--- config.mk ---
export PLATFORM = sky130hd
export DESIGN_NAME = ascii_integer_parser_flat
export DESIGN_NICKNAME = d
export VERILOG_FILES = /design/src/aip_pkg.sv /design/src/aip_channels.sv /design/src/aip_step.sv /design/src/ascii_integer_parser.sv /design/src/flat_wrapper.sv
export SDC_FILE = /design/constraint.sdc
export NUM_CORES = 1
export LEC_CHECK = 0
export CORE_MARGIN = 2
export CORE_UTILIZATION = 40
export CTS_CLUSTER_SIZE = 25
export DETAILED_ROUTE_END_ITERATION = 6
export DONT_BUFFER_PORTS = 1
export RECOVER_POWER = 25
export SYNTH_ARGS = -nofsm -noshare
export SYNTH_HDL_FRONTEND = slang
export SYNTH_SLANG_ARGS = --single-unit
--- constraint.sdc ---
create_clock -name clock -period 9.7 [get_ports clock]
set_clock_uncertainty 0.1 [all_clocks]
set_input_delay 0.485 -clock clock [delete_from_list [all_inputs] [get_ports clock]]
set_output_delay 0.485 -clock clock [all_outputs]
set_load 0.05 [all_outputs]
--- src/aip_pkg.sv ---
// Shared types, character codes and helpers for the ASCII integer parser.
// No dependencies; the step logic, the top level and the bench import this package.
`timescale 1ns / 1ps

package aip_pkg;

   // Saturation point of the consumed-character count
   localparam int COUNT_MAX   = 255;
   localparam int COUNT_LIMIT = (COUNT_MAX < 255) ? COUNT_MAX : 255;

   // Parse phases
   localparam logic [1:0] PHASE_IDLE   = 2'd0;
   localparam logic [1:0] PHASE_ZERO   = 2'd1;
   localparam logic [1:0] PHASE_DIGITS = 2'd2;

   // Result width codes
   localparam logic [1:0] WIDTH_8  = 2'd0;
   localparam logic [1:0] WIDTH_16 = 2'd1;
   localparam logic [1:0] WIDTH_32 = 2'd2;
   localparam logic [1:0] WIDTH_64 = 2'd3;

   // Result status codes
   localparam logic [1:0] STATUS_OK        = 2'd0;
   localparam logic [1:0] STATUS_NO_DIGITS = 2'd1;
   localparam logic [1:0] STATUS_OVERFLOW  = 2'd2;

   // Character codes
   localparam logic [7:0] CHAR_0     = 8'h30;
   localparam logic [7:0] CHAR_9     = 8'h39;
   localparam logic [7:0] CHAR_LOW_A = 8'h61;
   localparam logic [7:0] CHAR_LOW_F = 8'h66;
   localparam logic [7:0] CHAR_UP_A  = 8'h41;
   localparam logic [7:0] CHAR_UP_F  = 8'h46;
   localparam logic [7:0] CHAR_LOW_X = 8'h78;

   // One accepted request beat
   typedef struct packed {
      logic [7:0] char_code;
      logic       start_req;
      logic [1:0] width_code;
      logic       hex_mode;
      logic       negate;
   } aip_req_type;

   // One result beat
   typedef struct packed {
      logic [63:0] value;
      logic [1:0]  status;
      logic [7:0]  consumed;
   } aip_rsp_type;

   // Parser state carried from one character to the next
   typedef struct packed {
      logic [63:0] accumulator;
      logic [1:0]  phase;
      logic        effective_hex;
      logic [1:0]  latched_width;
      logic        latched_negate;
      logic        digit_seen;
      logic        overflowed;
      logic [7:0]  char_count;
   } aip_state_type;

   function automatic logic [63:0] width_mask(input logic [1:0] code);
      logic [63:0] mask;
      case (code)
         WIDTH_8:  mask = 64'h0000_0000_0000_00FF;
         WIDTH_16: mask = 64'h0000_0000_0000_FFFF;
         WIDTH_32: mask = 64'h0000_0000_FFFF_FFFF;
         default:  mask = 64'hFFFF_FFFF_FFFF_FFFF;
      endcase
      return mask;
   endfunction

endpackage

--- src/aip_channels.sv ---
// Valid/ready channel interfaces for the parser's request and result beats.
// Depends on nothing; widths follow the field definitions of the block.
`timescale 1ns / 1ps

interface aip_req_if;
   logic       valid;
   logic       ready;
   logic [7:0] char_code;
   logic       start_req;
   logic [1:0] width_code;
   logic       hex_mode;
   logic       negate;

   modport source (output valid, output char_code, output start_req,
                   output width_code, output hex_mode, output negate,
                   input ready);
   modport sink (input valid, input char_code, input start_req,
                 input width_code, input hex_mode, input negate,
                 output ready);
endinterface

interface aip_rsp_if;
   logic        valid;
   logic        ready;
   logic [63:0] value;
   logic [1:0]  status;
   logic [7:0]  consumed;

   modport source (output valid, output value, output status, output consumed,
                   input ready);
   modport sink (input valid, input value, input status, input consumed,
                 output ready);
endinterface

--- src/aip_step.sv ---
// Next-state and result logic for one character of the ASCII integer parser.
// Purely combinational; uses types and helpers from aip_pkg.
`timescale 1ns / 1ps

module aip_step
   import aip_pkg::*;
#(
   parameter int COUNT_MAX = aip_pkg::COUNT_MAX
)
(
   input  aip_state_type state_cur,
   input  aip_req_type   req_cur,
   output aip_state_type state_nxt,
   output logic          rsp_hit,
   output aip_rsp_type   rsp_data
);

   // Consumed count never goes past what eight bits can hold
   localparam int COUNT_SAT = (COUNT_MAX < 255) ? COUNT_MAX : 255;

   aip_state_type pre;
   logic          do_digit;
   logic          is_digit;
   logic [3:0]    digit;
   logic [63:0]   mask;
   logic [68:0]   scaled;
   logic [68:0]   sum;
   logic [63:0]   neg_acc;

   // Apply start / prefix handling, decide whether the char goes to the digit step
   always_comb begin
      pre      = state_cur;
      do_digit = 1'b0;
      if (req_cur.start_req) begin
         pre.latched_width  = req_cur.width_code;
         pre.effective_hex  = req_cur.hex_mode;
         pre.latched_negate = req_cur.negate;
         pre.accumulator    = '0;
         pre.digit_seen     = 1'b0;
         pre.overflowed     = 1'b0;
         pre.char_count     = '0;
         if (!req_cur.hex_mode && req_cur.char_code == CHAR_0) begin
            pre.phase = PHASE_ZERO;
         end else begin
            pre.phase = PHASE_DIGITS;
            do_digit  = 1'b1;
         end
      end else begin
         case (state_cur.phase)
            PHASE_ZERO: begin
               pre.phase = PHASE_DIGITS;
               if (req_cur.char_code == CHAR_LOW_X) begin
                  pre.effective_hex = 1'b1;
                  pre.char_count    = 8'd2;
               end else begin
                  // the pending zero was a decimal digit
                  pre.effective_hex = 1'b0;
                  pre.digit_seen    = 1'b1;
                  pre.accumulator   = '0;
                  pre.char_count    = 8'd1;
                  do_digit          = 1'b1;
               end
            end
            PHASE_DIGITS: do_digit = 1'b1;
            default:      do_digit = 1'b0;
         endcase
      end
   end

   // Decode the character as a digit of the current base
   always_comb begin
      is_digit = 1'b1;
      digit    = '0;
      if (req_cur.char_code inside {[CHAR_0:CHAR_9]}) begin
         digit = 4'(req_cur.char_code - CHAR_0);
      end else if (pre.effective_hex && (req_cur.char_code inside {[CHAR_LOW_A:CHAR_LOW_F]})) begin
         digit = 4'(req_cur.char_code - CHAR_LOW_A + 8'd10);
      end else if (pre.effective_hex && (req_cur.char_code inside {[CHAR_UP_A:CHAR_UP_F]})) begin
         digit = 4'(req_cur.char_code - CHAR_UP_A + 8'd10);
      end else begin
         is_digit = 1'b0;
      end
   end

   // Shift-add multiply by the base and add the digit; exact, so no wrap
   assign mask    = width_mask(pre.latched_width);
   assign scaled  = pre.effective_hex ? {1'b0, pre.accumulator, 4'b0000}
                                      : ({2'b00, pre.accumulator, 3'b000}
                                         + {4'b0000, pre.accumulator, 1'b0});
   assign sum     = scaled + {65'd0, digit};
   assign neg_acc = 64'd0 - pre.accumulator;

   // Advance the digit run or close the number
   always_comb begin
      state_nxt = pre;
      rsp_hit   = 1'b0;
      rsp_data  = '0;
      rsp_data.consumed = pre.char_count;
      if (pre.overflowed) begin
         rsp_data.status = STATUS_OVERFLOW;
      end else if (!pre.digit_seen) begin
         rsp_data.status = STATUS_NO_DIGITS;
      end else begin
         rsp_data.status = STATUS_OK;
         rsp_data.value  = (pre.latched_negate ? neg_acc : pre.accumulator) & mask;
      end
      if (do_digit) begin
         if (!is_digit) begin
            rsp_hit         = 1'b1;
            state_nxt.phase = PHASE_IDLE;
         end else begin
            if (pre.char_count < 8'(COUNT_SAT)) begin
               state_nxt.char_count = pre.char_count + 8'd1;
            end
            state_nxt.digit_seen = 1'b1;
            if (!pre.overflowed) begin
               if (sum > {5'd0, mask}) begin
                  state_nxt.overflowed  = 1'b1;
                  state_nxt.accumulator = '0;
               end else begin
                  state_nxt.accumulator = sum[63:0];
               end
            end
         end
      end
   end

endmodule

--- src/ascii_integer_parser.sv ---
// ASCII integer parser top level: input register, step logic, result register.
// Depends on aip_pkg, aip_channels (aip_req_if, aip_rsp_if) and aip_step.
//
//   channel   direction  beat contents
//   req_bus   in         char_code, start_req, width_code, hex_mode, negate
//   rsp_bus   out        value, status, consumed (one beat per finished number)
//
// A character beat is held in the input register while the step logic works on it;
// once the result slot is free, its result is registered in the result register and
// can then be taken. A new character is taken every cycle while no result is stalled.
// Synchronous active-high reset returns the parser to idle with no open number.
// A stalled result holds the step stage; the input register then fills and
// req_bus.ready drops until the result is taken.
`timescale 1ns / 1ps

module ascii_integer_parser
   import aip_pkg::*;
#(
   parameter int COUNT_MAX = aip_pkg::COUNT_MAX
)
(
   input logic         clock,
   input logic         reset,
   aip_req_if.sink     req_bus,
   aip_rsp_if.source   rsp_bus
);

   logic          in_valid_ff, in_valid_in;
   aip_req_type   in_data_ff, in_data_in;
   aip_state_type state_ff, state_in;
   logic          rsp_valid_ff, rsp_valid_in;
   aip_rsp_type   rsp_data_ff, rsp_data_in;

   aip_state_type step_state;
   logic          step_hit;
   aip_rsp_type   step_rsp;
   logic          fire;
   logic          req_take;

   // Step stage runs when a beat is held and the result slot can take a beat
   assign fire     = in_valid_ff && (!rsp_valid_ff || rsp_bus.ready);
   assign req_take = req_bus.valid && req_bus.ready;

   assign req_bus.ready    = !in_valid_ff || fire;
   assign rsp_bus.valid    = rsp_valid_ff;
   assign rsp_bus.value    = rsp_data_ff.value;
   assign rsp_bus.status   = rsp_data_ff.status;
   assign rsp_bus.consumed = rsp_data_ff.consumed;

   aip_step #(
      .COUNT_MAX (COUNT_MAX)
   ) u_step (
      .state_cur (state_ff),
      .req_cur   (in_data_ff),
      .state_nxt (step_state),
      .rsp_hit   (step_hit),
      .rsp_data  (step_rsp)
   );

   // Capture request beats into the input register
   always_comb begin
      in_valid_in = in_valid_ff;
      in_data_in  = in_data_ff;
      if (req_take) begin
         in_valid_in           = 1'b1;
         in_data_in.char_code  = req_bus.char_code;
         in_data_in.start_req  = req_bus.start_req;
         in_data_in.width_code = req_bus.width_code;
         in_data_in.hex_mode   = req_bus.hex_mode;
         in_data_in.negate     = req_bus.negate;
      end else if (fire) begin
         in_valid_in = 1'b0;
      end
   end

   // Advance parser state and load or drop the result beat
   always_comb begin
      state_in     = state_ff;
      rsp_valid_in = rsp_valid_ff;
      rsp_data_in  = rsp_data_ff;
      if (fire) begin
         state_in     = step_state;
         rsp_valid_in = step_hit;
         if (step_hit) begin
            rsp_data_in = step_rsp;
         end
      end else if (rsp_bus.ready) begin
         rsp_valid_in = 1'b0;
      end
   end

   always_ff @(posedge clock) begin
      if (reset) begin
         in_valid_ff  <= 1'b0;
         rsp_valid_ff <= 1'b0;
         state_ff     <= '{accumulator: '0, phase: PHASE_IDLE, effective_hex: 1'b0,
                           latched_width: WIDTH_8, latched_negate: 1'b0,
                           digit_seen: 1'b0, overflowed: 1'b0, char_count: '0};
      end else begin
         in_valid_ff  <= in_valid_in;
         rsp_valid_ff <= rsp_valid_in;
         state_ff     <= state_in;
      end
   end

   // Payload registers carry no reset
   always_ff @(posedge clock) begin
      in_data_ff  <= in_data_in;
      rsp_data_ff <= rsp_data_in;
   end

endmodule

--- src/flat_wrapper.sv ---
// flat-port wrapper written by rule: the top's interface ports become plain ports
module ascii_integer_parser_flat import aip_pkg::*;
#(
   parameter int COUNT_MAX = aip_pkg::COUNT_MAX
)
  (clock, reset, req_bus_valid, req_bus_char_code, req_bus_start_req, req_bus_width_code, req_bus_hex_mode, req_bus_negate, req_bus_ready, rsp_bus_valid, rsp_bus_value, rsp_bus_status, rsp_bus_consumed, rsp_bus_ready);
  aip_req_if req_bus_i ();
  aip_rsp_if rsp_bus_i ();
  input logic clock;
  input logic reset;
  input wire logic [$bits(req_bus_i.valid)-1:0] req_bus_valid;
  input wire logic [$bits(req_bus_i.char_code)-1:0] req_bus_char_code;
  input wire logic [$bits(req_bus_i.start_req)-1:0] req_bus_start_req;
  input wire logic [$bits(req_bus_i.width_code)-1:0] req_bus_width_code;
  input wire logic [$bits(req_bus_i.hex_mode)-1:0] req_bus_hex_mode;
  input wire logic [$bits(req_bus_i.negate)-1:0] req_bus_negate;
  output wire logic [$bits(req_bus_i.ready)-1:0] req_bus_ready;
  output wire logic [$bits(rsp_bus_i.valid)-1:0] rsp_bus_valid;
  output wire logic [$bits(rsp_bus_i.value)-1:0] rsp_bus_value;
  output wire logic [$bits(rsp_bus_i.status)-1:0] rsp_bus_status;
  output wire logic [$bits(rsp_bus_i.consumed)-1:0] rsp_bus_consumed;
  input wire logic [$bits(rsp_bus_i.ready)-1:0] rsp_bus_ready;
  assign req_bus_i.valid = req_bus_valid;
  assign req_bus_i.char_code = req_bus_char_code;
  assign req_bus_i.start_req = req_bus_start_req;
  assign req_bus_i.width_code = req_bus_width_code;
  assign req_bus_i.hex_mode = req_bus_hex_mode;
  assign req_bus_i.negate = req_bus_negate;
  assign req_bus_ready = req_bus_i.ready;
  assign rsp_bus_valid = rsp_bus_i.valid;
  assign rsp_bus_value = rsp_bus_i.value;
  assign rsp_bus_status = rsp_bus_i.status;
  assign rsp_bus_consumed = rsp_bus_i.consumed;
  assign rsp_bus_i.ready = rsp_bus_ready;
  ascii_integer_parser #(.COUNT_MAX(COUNT_MAX)) u_core (.clock(clock), .reset(reset), .req_bus(req_bus_i), .rsp_bus(rsp_bus_i));
endmodule
# [Word-level counts from Yosys, hierarchy flattened]
# Index checks and enable logic that the tools add are counted.
[word_totals] elab_cells=104 output_inout_bits=76 input_bits=17 register_bits=169
[op_classes] n_lt_le_gt_ge=8 n_reduce_logical=18 n_mux=43 n_bitwise=2 add_sub_neg=9 n_eq_ne=6
[op_table] operator="$mux 64" n=5
[op_table] operator="$pmux 64 s3" n=1
[op_table] operator="$mux 67" n=2
[op_table] operator="$add 68x4->69" n=1
[op_table] operator="$gt 69x64->1" n=1
[op_table] operator="$add 67x65->68" n=1
[op_table] operator="$mux 68" n=1
[op_table] operator="$mux 66" n=1
[op_table] operator="$and 64x64->64" n=1
[op_table] operator="$sub 1x64->64 const A" n=1
[op_table] operator="$mux 8" n=3
[op_table] operator="$mux 1" n=20
[op_table] operator="$mux 10" n=2
[op_table] operator="$ge 8x7->1 const B" n=2
[op_table] operator="$le 8x7->1 const B" n=2
[op_table] operator="$mux 4" n=3
[op_table] operator="$sub 4x1->4 const B" n=3
[op_table] operator="$add 4x4->4 const B" n=2
[op_table] operator="$add 8x1->8 const B" n=1
[op_table] operator="$eq 8x6->1 const B" n=1
[op_table] operator="$eq 8x7->1 const B" n=1
[op_table] operator="$ge 8x6->1 const B" n=1
[op_table] operator="$le 8x6->1 const B" n=1
[op_table] operator="$logic_and 1x1->1" n=8
[op_table] operator="other kinds (13)" n=21

# [Logic depth before layout (Yosys ltp)]
# Gate-level depths: netlist of the first run.
[logic_depth] word_depth=14 depth_mapped=43 ltp_nobuf=37

# [Modules after synthesis]
# Synthesis of the first run repeated with hierarchy kept, for this count alone.
[hier_totals] hier_cells=2454 hier_area_um2=18924.4
[modules_own_cells] module="aip_step" seq_area_each_um2=0.0 cells_per_inst=2008 area_per_inst_um2=12549.5 instances=1
[modules_own_cells] module="ascii_integer_parser" seq_area_each_um2=4254.1 cells_per_inst=446 area_per_inst_um2=6374.9 instances=1

# [Worst setup path after synthesis of the first run]
# No wires, ideal clock.
[synth_path] path_kind="flip-flop to flip-flop" startpoint="reg u_core.in_data_ff[5] in the netlist's numbering" endpoint="reg u_core.state_ff[45] in the netlist's numbering" setup_slack_ns=0.264 n_path_buf=7 setup_ns=0.086 required_ns=9.514 arrival_ns=9.251 path_stages_with_launch=42 synth_period_minus_slack_ns=9.436 path_cell_list="edfxtp_1 -> inv_1 -> ha_1 -> and4b_1 -> a21boi_0 -> nor2_2 -> clkbuf_1 -> clkbuf_1 -> clkbuf_1 -> buf_1 -> buf_1 -> nand2_1 -> fa_1 -> and2b_4 -> o2111ai_2 -> a2111oi_4 -> nor3_1 -> or4_1 -> [... 6 more ...] -> or3_1 -> xor2_1 -> ha_1 -> a21oi_1 -> nor2b_1 -> o21ai_0 -> nand2b_1 -> a21oi_1 -> nor2b_1 -> o211ai_1 -> a21oi_1 -> a211oi_1 -> o41ai_1 -> a21o_1 -> a211oi_4 -> buf_6 -> a32oi_1 -> a211oi_1"
[synth_via] elab_chain_cells=14 word_cells_on_any_way=41 classes_between="add/sub: 7; order compare: 7; eq/ne: 2; mux: 19; reduce/logical: 6"
[synth_rtl] item="start: declaration" line_no="ascii_integer_parser.sv:29" source="aip_req_type in_data_ff, in_data_in;"
[synth_rtl] item="start signal: assignment" line_no="ascii_integer_parser.sv:108" source="in_data_ff <= in_data_in;"
[synth_rtl] item="branches (longest 13 deep; another with $add 68x4->69)"
[synth_rtl] item="$mux 66 *" line_no="aip_step.sv:107" source="if (do_digit) begin"
[synth_rtl] item="end signal: assignment" line_no="ascii_integer_parser.sv:96" source="state_ff <= '{accumulator: '0, phase: PHASE_IDLE, effective_hex: 1'b0,"
[synth_rtl] item="end signal: assignment" line_no="ascii_integer_parser.sv:102" source="state_ff <= state_in;"
[synth_rtl] item="end: declaration" line_no="ascii_integer_parser.sv:30" source="aip_state_type state_ff, state_in;"
# Mark *: on every way between the ends.
# A chain may end at the register's enable or synchronous reset.

# [Worst setup path after layout of the first run]
[layout_path] startpoint="reg u_core.in_data_ff[5] in the netlist's numbering" endpoint="reg u_core.state_ff[44] in the netlist's numbering"
# The elaborated chain is that of the path after synthesis.

==> results of run 1 <==
[synth_stat cells, types with 16 or more instances]
cell,n
clkbuf_1,102
a32oi_1,31
edfxtp_1,87
nor2_1,280
inv_1,77
buf_2,24
o21a_1,21
xor2_1,35
and3_1,42
a21oi_1,216
nand4_1,61
nor2b_1,21
and2_1,24
or3_1,25
a21o_1,41
xnor2_1,101
nand3_1,59
dfxtp_1,82
a211oi_1,30
nor3_1,86
o21ai_0,226
nand2_1,230
and4_1,17
o211ai_1,16
ha_1,131
a31oi_1,64
nor4_1,22
[layout make-up]
type	count	area (µm²)	share of cell area [%]
timing repair buffer	50	419	2.20
clock buffer	17	425	2.23
clock inverter	15	154	0.807
multi-input combinational	2023	12800	67.0
sequential	169	4250	22.3
inverter	77	289	1.52
antenna	1	2.50	0.0131
tap	592	741	3.89
[critical path: cells and delay by family (launching register included)]
kind                       cells  cell delay, ns
DFF                            1            0.47
adders and majority gates      3            1.09
and+or+nand+nor               15            4.13
xor gates and xnor gates       1            0.16
buffers and inverters          4            0.90
AOI/OAI and AO/OA              9            2.34
[routing by layer]
metal,part of all wire (%),wire (µm)
met5,0,0
met4,1.9,1290
met1,46,30700
met3,9.5,6350
met2,42,28200
[path summary, 6_finish.rpt]
check,slack (ns),endpoint,startpoint
min reg2reg,0.37,u_core.state_ff[2],u_core.state_ff[2]
max,0.36,u_core.state_ff[44],u_core.in_data_ff[5]
max reg2reg,0.36,u_core.state_ff[44],u_core.in_data_ff[5]
min,0.01,u_core.state_ff[40],reset
[metrics by stage]
stage                     setup slack, ns  instance area [µm²]  setup TNS [ns]  total power [W]  std cells
after floorplan                     0.264                18000               0          0.00126       2429
after global placement              0.336                18400               0          0.00140       2904
after detailed placement            0.118                18400               0          0.00141       2904
after CTS                          0.0654                19000               0          0.00209       2939
after global routing             -0.00649                19100        -0.00649          0.00220       2943
final                               0.365                19100               0          0.00212       2944
[report_power, final]
part           total [W]  internal (W)  switching (W)  leakage, nW
sequential      0.000819      0.000776      0.0000428         1.55
combinational   0.000614      0.000203       0.000411         5.54
clock           0.000686      0.000363       0.000323        0.276
total            0.00212       0.00134       0.000777         7.36
[kinds of logic after synthesis]
group	synth area share, %
AOI/OAI and AO/OA	27.9
xor gates and xnor gates	6.70
adders and majority gates	9.32
buffers and inverters	5.82
DFF	23.6
muxes	0.931
and+or+nand+nor	25.7
[state kept, by name, summed over array words and instances, names as in the netlist]
register / cells
u_core.rsp_bus.consumed: 8
u_core.rsp_bus.value: 64
u_core.in_valid_ff: 1
u_core.in_data_ff: 13
u_core.state_ff: 80
u_core.rsp_bus.valid: 1
u_core.rsp_bus.status: 2
[what timing repair did]
| action | CTS | global route |
|---|---|---|
| hold endpoints to repair | 15 | 2 |
| resized for setup | 0 | 7 |
| setup buffers | 0 | 2 |
| setup endpoints to repair | 0 | 65 |
| hold buffers | 3 | 1 |
==> flow_summary.toml, run 1 <==
[clock_tree]
cts-buffers-inserted = 17
clock_path_buffers = 2
clock_latency_ns = 0.45
tritoncts = "done"
cts_root_buf = "clkbuf_16"
numClockSinks = 169
clk_pin_slew_worst_paths_ns = 0.07
ctsHtreeMaxLevel = 4

[sta]
slew_headroom_pct = 27.3
post-route-min-period_ns = 9.34
fmax_mhz = 107
hold_viol_final = 0
slew_viol_final = 0
setup_violations = 0
hold_ws_ns = 0.0103
timing.final.crit_share_pct = 96.2
worst_pin_slew_ns = 1.09

[status]
outcome = "finished, final reports clean"

[grt]
grt-ovfl-total = 0
grt_util_all_layers_pct = 27.7
met1_usage_pct = 41.2
grt_pass1_vias = 17174
grt_start_max_net_pins = 103
grt_pass1_wl_mm = 102
antenna_found_initial = 0
use_met3_pct = 4.34
top_usage_layer = "met2"
grtUsageMet2_pct = 41.8

[detailed_routing]
first_iter_violations = 2419
vias = 19039
via_per_inst = 6.47
first_pass_iters = 6
finalWirelength_mm = 66.6
ant_nets = 0
wl_per_cell_um = 22.6
drc = 0

[flow_run]
cap_violations = 0

[synthesis]
yosys.cell_types.count = 103
yosysTopAreaCell = "edfxtp_1"
ys_ff_latch = 169
yosysSeqAreaShare_pct = 23.6
postSynthCellCount = 2429
synth.area.top_cells = "edfxtp_1 15%, dfxtp_1 9.1%, ha_1 9.1%"
synthArstFlopShare_pct = 0
syn_area_um2 = 18000
syn_avg_cell_area_um2 = 7.42
synth_edf_count = 87
synth_fp_nets = 2579
yosys_warnings = 0
synth_ff_type = "edfxtp_1"
synth_top_area_share_pct = 14.5

[die]
initial_core_util_pct = 40.7
ios = 93
die_w_um = 216
die_h_um = 216
rows = 77
core_um2 = 44300
die-area_um2 = 46800

[critical_path]
worstPathArrival_ns = 9.60
setup.worst_path.class = "flip-flop to flip-flop"
required_ns = 9.96
cp_slowest_cell = "or4b_1"
worst_r2r_path_depth = 32
cp-start-kind = "flip-flop"
endpoint_kind = "flip-flop"
cp_max_fo = 62
max_stage_delay_ns = 0.58

[hold_path]
worstHoldPathType = "primary input to flip-flop"
worstHoldPathCells = 1

[pwr]
cellPowerDensity_nw_per_um2 = 111
vdd_drop_max_mv = 0.144
p_leak_nw = 7.36

[finish]
layout_common_cells = "277 x nor2_1, 230 x nand2_1, 226 x o21ai_0"
finalCoreUtilization_pct = 43.0
area_growth_pct = 5.79
nNetsFinal = 2488
drive_gt1_share_pct = 6.08
layout_commonest_cell = "nor2_1"
nFillCells = 4490

[placement]
gp_congestion = 1.06
port_buffers = 0
dp_hpwl_mm = 51.9
Note: power is estimated with default switching activity, not from simulation.
==> run 2: changes to the inputs <==
--- a/config.mk
+++ b/config.mk
@@ -5,6 +5,7 @@
 export SDC_FILE = /design/constraint.sdc
 export NUM_CORES = 1
 export LEC_CHECK = 0
+export ABC_AREA = 1
 export CORE_MARGIN = 2
 export CORE_UTILIZATION = 40
 export CTS_CLUSTER_SIZE = 25
==> run 2 against run 1 <==
  * Total power fell by 1.4%
  * Non-clock buffer count fell by 19
  * Critical path depth rose by 13
  * Critical path type unchanged
  * Largest cell class unchanged
  * Largest power group unchanged
==> flow_summary.toml, run 2 <==
[status]
outcome = "finished, final reports clean"

[synthesis]
yosysSeqAreaShare_pct = 21.4
post-synth-top-count-cell = "nand2_1"
synth_ff_type = "edfxtp_1"
synth.area.mux_share_pct = 0
synth_commonest_cells = "1066 x nand2_1, 538 x inv_1, 291 x nor2_1"
synthArstFlopShare_pct = 0
synth_edf_count = 87
synth_simple_gate_area_share_pct = 40.4
ys_ff_latch = 169
synth.area.top_cells = "nand2_1 20%, edfxtp_1 13%, inv_1 10%"
synth_fa_ha_area_share_pct = 8.45
yosys_warnings = 0
yosysTopAreaCell = "nand2_1"
synth_top_family_by_area = "simple AND/OR/NAND/NOR gates"
postSynthCellCount = 3336
synth_top_area_share_pct = 20.1
synth-xor-area-share_pct = 3.57
synth_fp_nets = 3486
syn_area_um2 = 19900
syn_avg_cell_area_um2 = 5.96
synth-compound-area-share_pct = 13.0
yosys.cell_types.count = 64

[clock_tree]
cts_setup_buffers = 0
clk_pin_slew_worst_paths_ns = 0.07
tritoncts = "done"
cts-buffers-inserted = 17
numClockSinks = 169
clock_latency_ns = 0.50
clock_path_buffers = 2
cts_root_buf = "clkbuf_16"
ctsResizeCount = 0
ctsHtreeMaxLevel = 4

[pwr]
p_leak_nw = 10.3
cellPowerDensity_nw_per_um2 = 99.2
vdd_drop_max_mv = 0.153
power_w = 0.00209

[finish]
largest_register = "u_core.state_ff"
nFillCells = 5321
layout_commonest_cell = "nand2_1"
nNetsFinal = 3456
drive_gt1_share_pct = 6.66
largest_register_ffs = 80
layout_common_cells = "1064 x nand2_1, 536 x inv_1, 290 x nor2_1"
area_growth_pct = 5.95
antenna_cells = 0

[die]
initial_core_util_pct = 40.6
die-area_um2 = 51500
die_w_um = 227
rows = 81
ios = 93
core_um2 = 49000
die_h_um = 227

[grt]
grt_start_max_net_pins = 82
grt_util_all_layers_pct = 29.3
grt_pass1_wl_mm = 113
grt-ovfl-total = 0
antenna_found_initial = 1
grt_pass1_vias = 19201

[detailed_routing]
first_pass_iters = 6
finalWirelength_mm = 74.8
ant_nets = 0
wl_per_cell_um = 18.8
drc = 0
via_per_inst = 5.33
vias = 21243
first_iter_violations = 2328

[sta]
grt_setup_unrepaired = "no"
timing.final.crit_share_pct = 84.9
setup_violations = 0
slew_viol_final = 0
post-route-min-period_ns = 8.23
worst_pin_slew_ns = 1.16
slew_headroom_pct = 23.0
fin_tns_setup_ns = 0
hold_viol_final = 0
fmax_mhz = 121

[placement]
port_buffers = 0
dp_hpwl_mm = 59.4
gp_congestion = 1.01

[critical_path]
required_ns = 10.03
cp_max_fo = 60
max_stage_delay_ns = 0.64
worstPathArrival_ns = 8.57
setup.worst_path.class = "flip-flop to flip-flop"
cp-start-kind = "flip-flop"
endpoint_kind = "flip-flop"
cp_common_cell = "nand2_1"
cp_slowest_cell = "nor2_8"

[hold_path]
worstHoldPathType = "primary input to flip-flop"

[flow_run]
cap_violations = 0
[run 2: cell types whose count changed after synthesis, moves of 64 or more]
cell / delta
xnor2_1: -90
nand2_2: +64
nand2_1: +836
nand3_1: +131
o21ai_0: -101
inv_1: +461
[run 2: power by group]
part	total, W	switching [W]	internal (W)
clock	0.000697	0.000329	0.000368
sequential	0.000805	0.0000326	0.000772
combinational	0.000586	0.000421	0.000165
total	0.00209	0.000783	0.00131
[run 2: worst max-delay path, delay by kind of cell (launching register included)]
| kind | cells | cell delay, ns |
|---|---|---|
| fa+ha+maj | 3 | 0.79 |
| compound gates | 4 | 0.76 |
| buf+inv | 5 | 0.92 |
| simple gates | 32 | 4.79 |
| flops | 1 | 0.44 |
| xor+xnor | 1 | 0.30 |
[run 2: final timing paths]
check,from,end,depth (start not counted),slack [ns]
setup / recovery,u_core.in_data_ff[5],u_core.state_ff[22],45,1.47
hold / removal,reset,u_core.state_ff[4],3,0.04
setup reg to reg,u_core.in_data_ff[5],u_core.state_ff[22],45,1.47
hold reg to reg,u_core.state_ff[6],u_core.state_ff[6],2,0.37
[run 2: per-layer routing]
| metal | vias up | GRT usage (%) | part of all wire, % |
|---|---|---|---|
| li1 | 10616 | - | - |
| met1 | 9604 | 42.0 | 46 |
| met2 | 909 | 44.0 | 42 |
| met3 | 112 | 5.48 | 8.8 |
| met4 | 2 | 9.13 | 2.9 |
| met5 | - | 0 | 0.015 |
[run 2: layout make-up]
cell class                 instances  area (µm²)  area share (%)
clock buffer                      21         462            2.19
clock inverter                    11        96.3           0.458
inverter                         561        2120            10.1
multi-input combinational       2526       13000            61.8
sequential                       169        4250            20.2
tap                              664         831            3.95
timing repair buffer              31         278            1.32
[run 2: per-stage QoR]
step                      utilization [%]  setup slack, ns  area, µm²  hold slack [ns]  std cells
final                                43.0             1.47      21100           0.0413       3983
after global routing                 43.0            0.696      21100           0.0376       3983
after CTS                            43.0             1.60      21100           0.0133       3983
after detailed placement             41.6             1.62      20300            0.350       3937
after global placement               41.6             1.54      20300            0.349       3937
after floorplan                         -             3.23      19900            0.342       3336
[run 2: cell families (layout without fill, tap and decap cells)]
logic type,Yosys count,count (layout)
AO/OA/AOI/OAI,474,474
XOR/XNOR,81,81
adder cells (fa/ha/maj),133,133
AND/OR/NAND/NOR,1838,1838
buffers and inverters,641,624
flip-flops,169,169
[run 2: what timing repair did]
| action | 4_1_cts | 5_1_grt |
|---|---|---|
| endpoints found under the setup margin | 0 | 0 |
| endpoints found under the hold margin | 49 | 0 |
| hold buffers | 14 | 0 |
==> run 3: changes to the inputs <==
==> constraint.sdc (replaced) <==
create_clock -name clock -period 8.6 [get_ports clock]
set_clock_uncertainty 0.1 [all_clocks]
set_input_delay 0.43 -clock clock [delete_from_list [all_inputs] [get_ports clock]]
set_output_delay 0.43 -clock clock [all_outputs]
set_load 0.05 [all_outputs]
==> run 3 against run 2 <==
  * The flow now finishes with violations (capacitance limit, slew limit)
  * Worst setup slack lost 0.80 ns
  * Combinational power rose by 15%
  * Wire length up 0.65%
  * Critical path depth did not move
  * Maximum frequency rose by 3.8%
  * Design area increased by 0.69%
  * Die area did not move
  * Sequential share of layout area down 0.14 points
  * Critical endpoint is now u_core.state_ff[76]
  * Largest cell class unchanged
==> flow_summary.toml, run 3 (same netlist as run 2, synthesis figures left out) <==
[status]
outcome = "finished with violations"
violations = "capacitance limit, slew limit"

[die]
ios = 93
die_h_um = 227
die_w_um = 227
initial_core_util_pct = 40.6
die-area_um2 = 51500
core_um2 = 49000
rows = 81

[finish]
nFillCells = 5320
layout_common_cells = "1064 x nand2_1, 536 x inv_1, 290 x nor2_1"
largest_register_ffs = 80
largest_register = "u_core.state_ff"
antenna_cells = 0
fin_area_um2 = 21200
area_growth_pct = 6.68
drive_gt1_share_pct = 7.05
nNetsFinal = 3469
layout_commonest_cell = "nand2_1"

[detailed_routing]
ant_nets = 0
top_layer = "met5"
first_pass_iters = 6
vias = 21337
via_per_inst = 5.34
finalWirelength_mm = 75.2
wl_per_cell_um = 18.8
met2_length_mm = 31.2
first_iter_violations = 2398
met1_length_mm = 34.9
wl_met3_mm = 6.76
drc = 0

[sta]
fin_tns_setup_ns = 0
slew_viol_final = 29
hold_viol_final = 0
fmax_mhz = 126
timing.final.crit_share_pct = 92.2
grt_setup_unrepaired = "no"
slew_headroom_pct = -11.7
setup_violations = 0
post-route-min-period_ns = 7.93
worst_pin_slew_ns = 1.67

[grt]
antenna_found_initial = 2
grt_start_max_net_pins = 80
grt_pass1_vias = 19405
grt_pass1_wl_mm = 114
grt_util_all_layers_pct = 29.3
grt-ovfl-total = 0

[flow_run]
cap_violations = 1

[placement]
port_buffers = 0
gp_congestion = 0.998
dp_hpwl_mm = 59.9
placed_area_um2 = 20400

[critical_path]
cp_common_cell = "nand2_1"
worstPathArrival_ns = 8.26
cp-start-kind = "flip-flop"
cp.buffers_inverters = 7
endpoint_kind = "flip-flop"
crit_family = "simple AND/OR/NAND/NOR gates"
cp_slowest_cell = "edfxtp_1"
cp_max_fo = 60
max_stage_delay_ns = 0.44
required_ns = 8.93
setup.worst_path.class = "flip-flop to flip-flop"

[hold_path]
worstHoldPathType = "primary input to flip-flop"

[pwr]
power_w = 0.00237
cellPowerDensity_nw_per_um2 = 112
vdd_drop_max_mv = 0.193
p_leak_nw = 10.4

[clock_tree]
clk_pin_slew_worst_paths_ns = 0.07
clock_latency_ns = 0.50
numClockSinks = 169
clock_path_buffers = 2
cts_root_buf = "clkbuf_16"
cts-buffers-inserted = 17
tritoncts = "done"
ctsHtreeMaxLevel = 4
## run 3: cell type report
cell class	count	area, µm²	area share [%]
flip-flops and latches	169	4250	20.1
clock buffers	20	457	2.15
repair buffers	43	392	1.85
clock inverters	12	116	0.549
inverters	561	2120	9.98
well taps	664	831	3.92
multi-input cells	2527	13000	61.5
## run 3: worst paths after layout
check | cells past startpoint | slack [ns] | end | from
worst min register to register | 2 | 0.37 | u_core.state_ff[49] | u_core.state_ff[49]
worst min-delay path | 3 | 0.10 | u_core.rsp_bus.valid | rsp_bus_ready
worst max-delay path | 45 | 0.67 | u_core.state_ff[76] | u_core.in_data_ff[5]
worst max register to register | 45 | 0.67 | u_core.state_ff[76] | u_core.in_data_ff[5]
## run 3: layer usage
layer  track usage, %  up-vias
met3             6.41      129
met2             43.1      889
met4             10.8        2
li1                 -    10635
met1             41.6     9682
met5                0        -
## run 3: per-stage QoR
step / hold slack, ns / utilization (%) / instances / setup WS, ns
after global placement: 0.348 / 41.7 / 3946 / 0.450
after floorplan: 0.342 / - / 3336 / 2.13
after global routing: 0.114 / 43.3 / 3996 / 0.0158
after CTS: 0.0759 / 43.2 / 3993 / 0.420
final: 0.103 / 43.3 / 3996 / 0.669
after detailed placement: 0.349 / 41.7 / 3946 / 0.445
## run 3: power by group
part	total (W)	leakage, nW	internal [W]	switching, W
sequential	0.000906	1.51	0.000871	0.0000352
combinational	0.000671	8.61	0.000189	0.000482
clock	0.000791	0.272	0.000415	0.000375
total	0.00237	10.4	0.00148	0.000892
## run 3: repair_timing
item / 4_1_cts / 5_1_grt
resized for setup: 0 / 1
hold endpoints to repair: 52 / 0
hold buffers: 15 / 0
setup buffers: 0 / 2
endpoints found under the setup margin: 0 / 64
## run 3: tightest hold or removal path, delay by kind of cell
family	cells	cell delay, ns
and+or+nand+nor	1	0.11
AOI/OAI and AO/OA	1	0.08
buffers and inverters	1	0.03
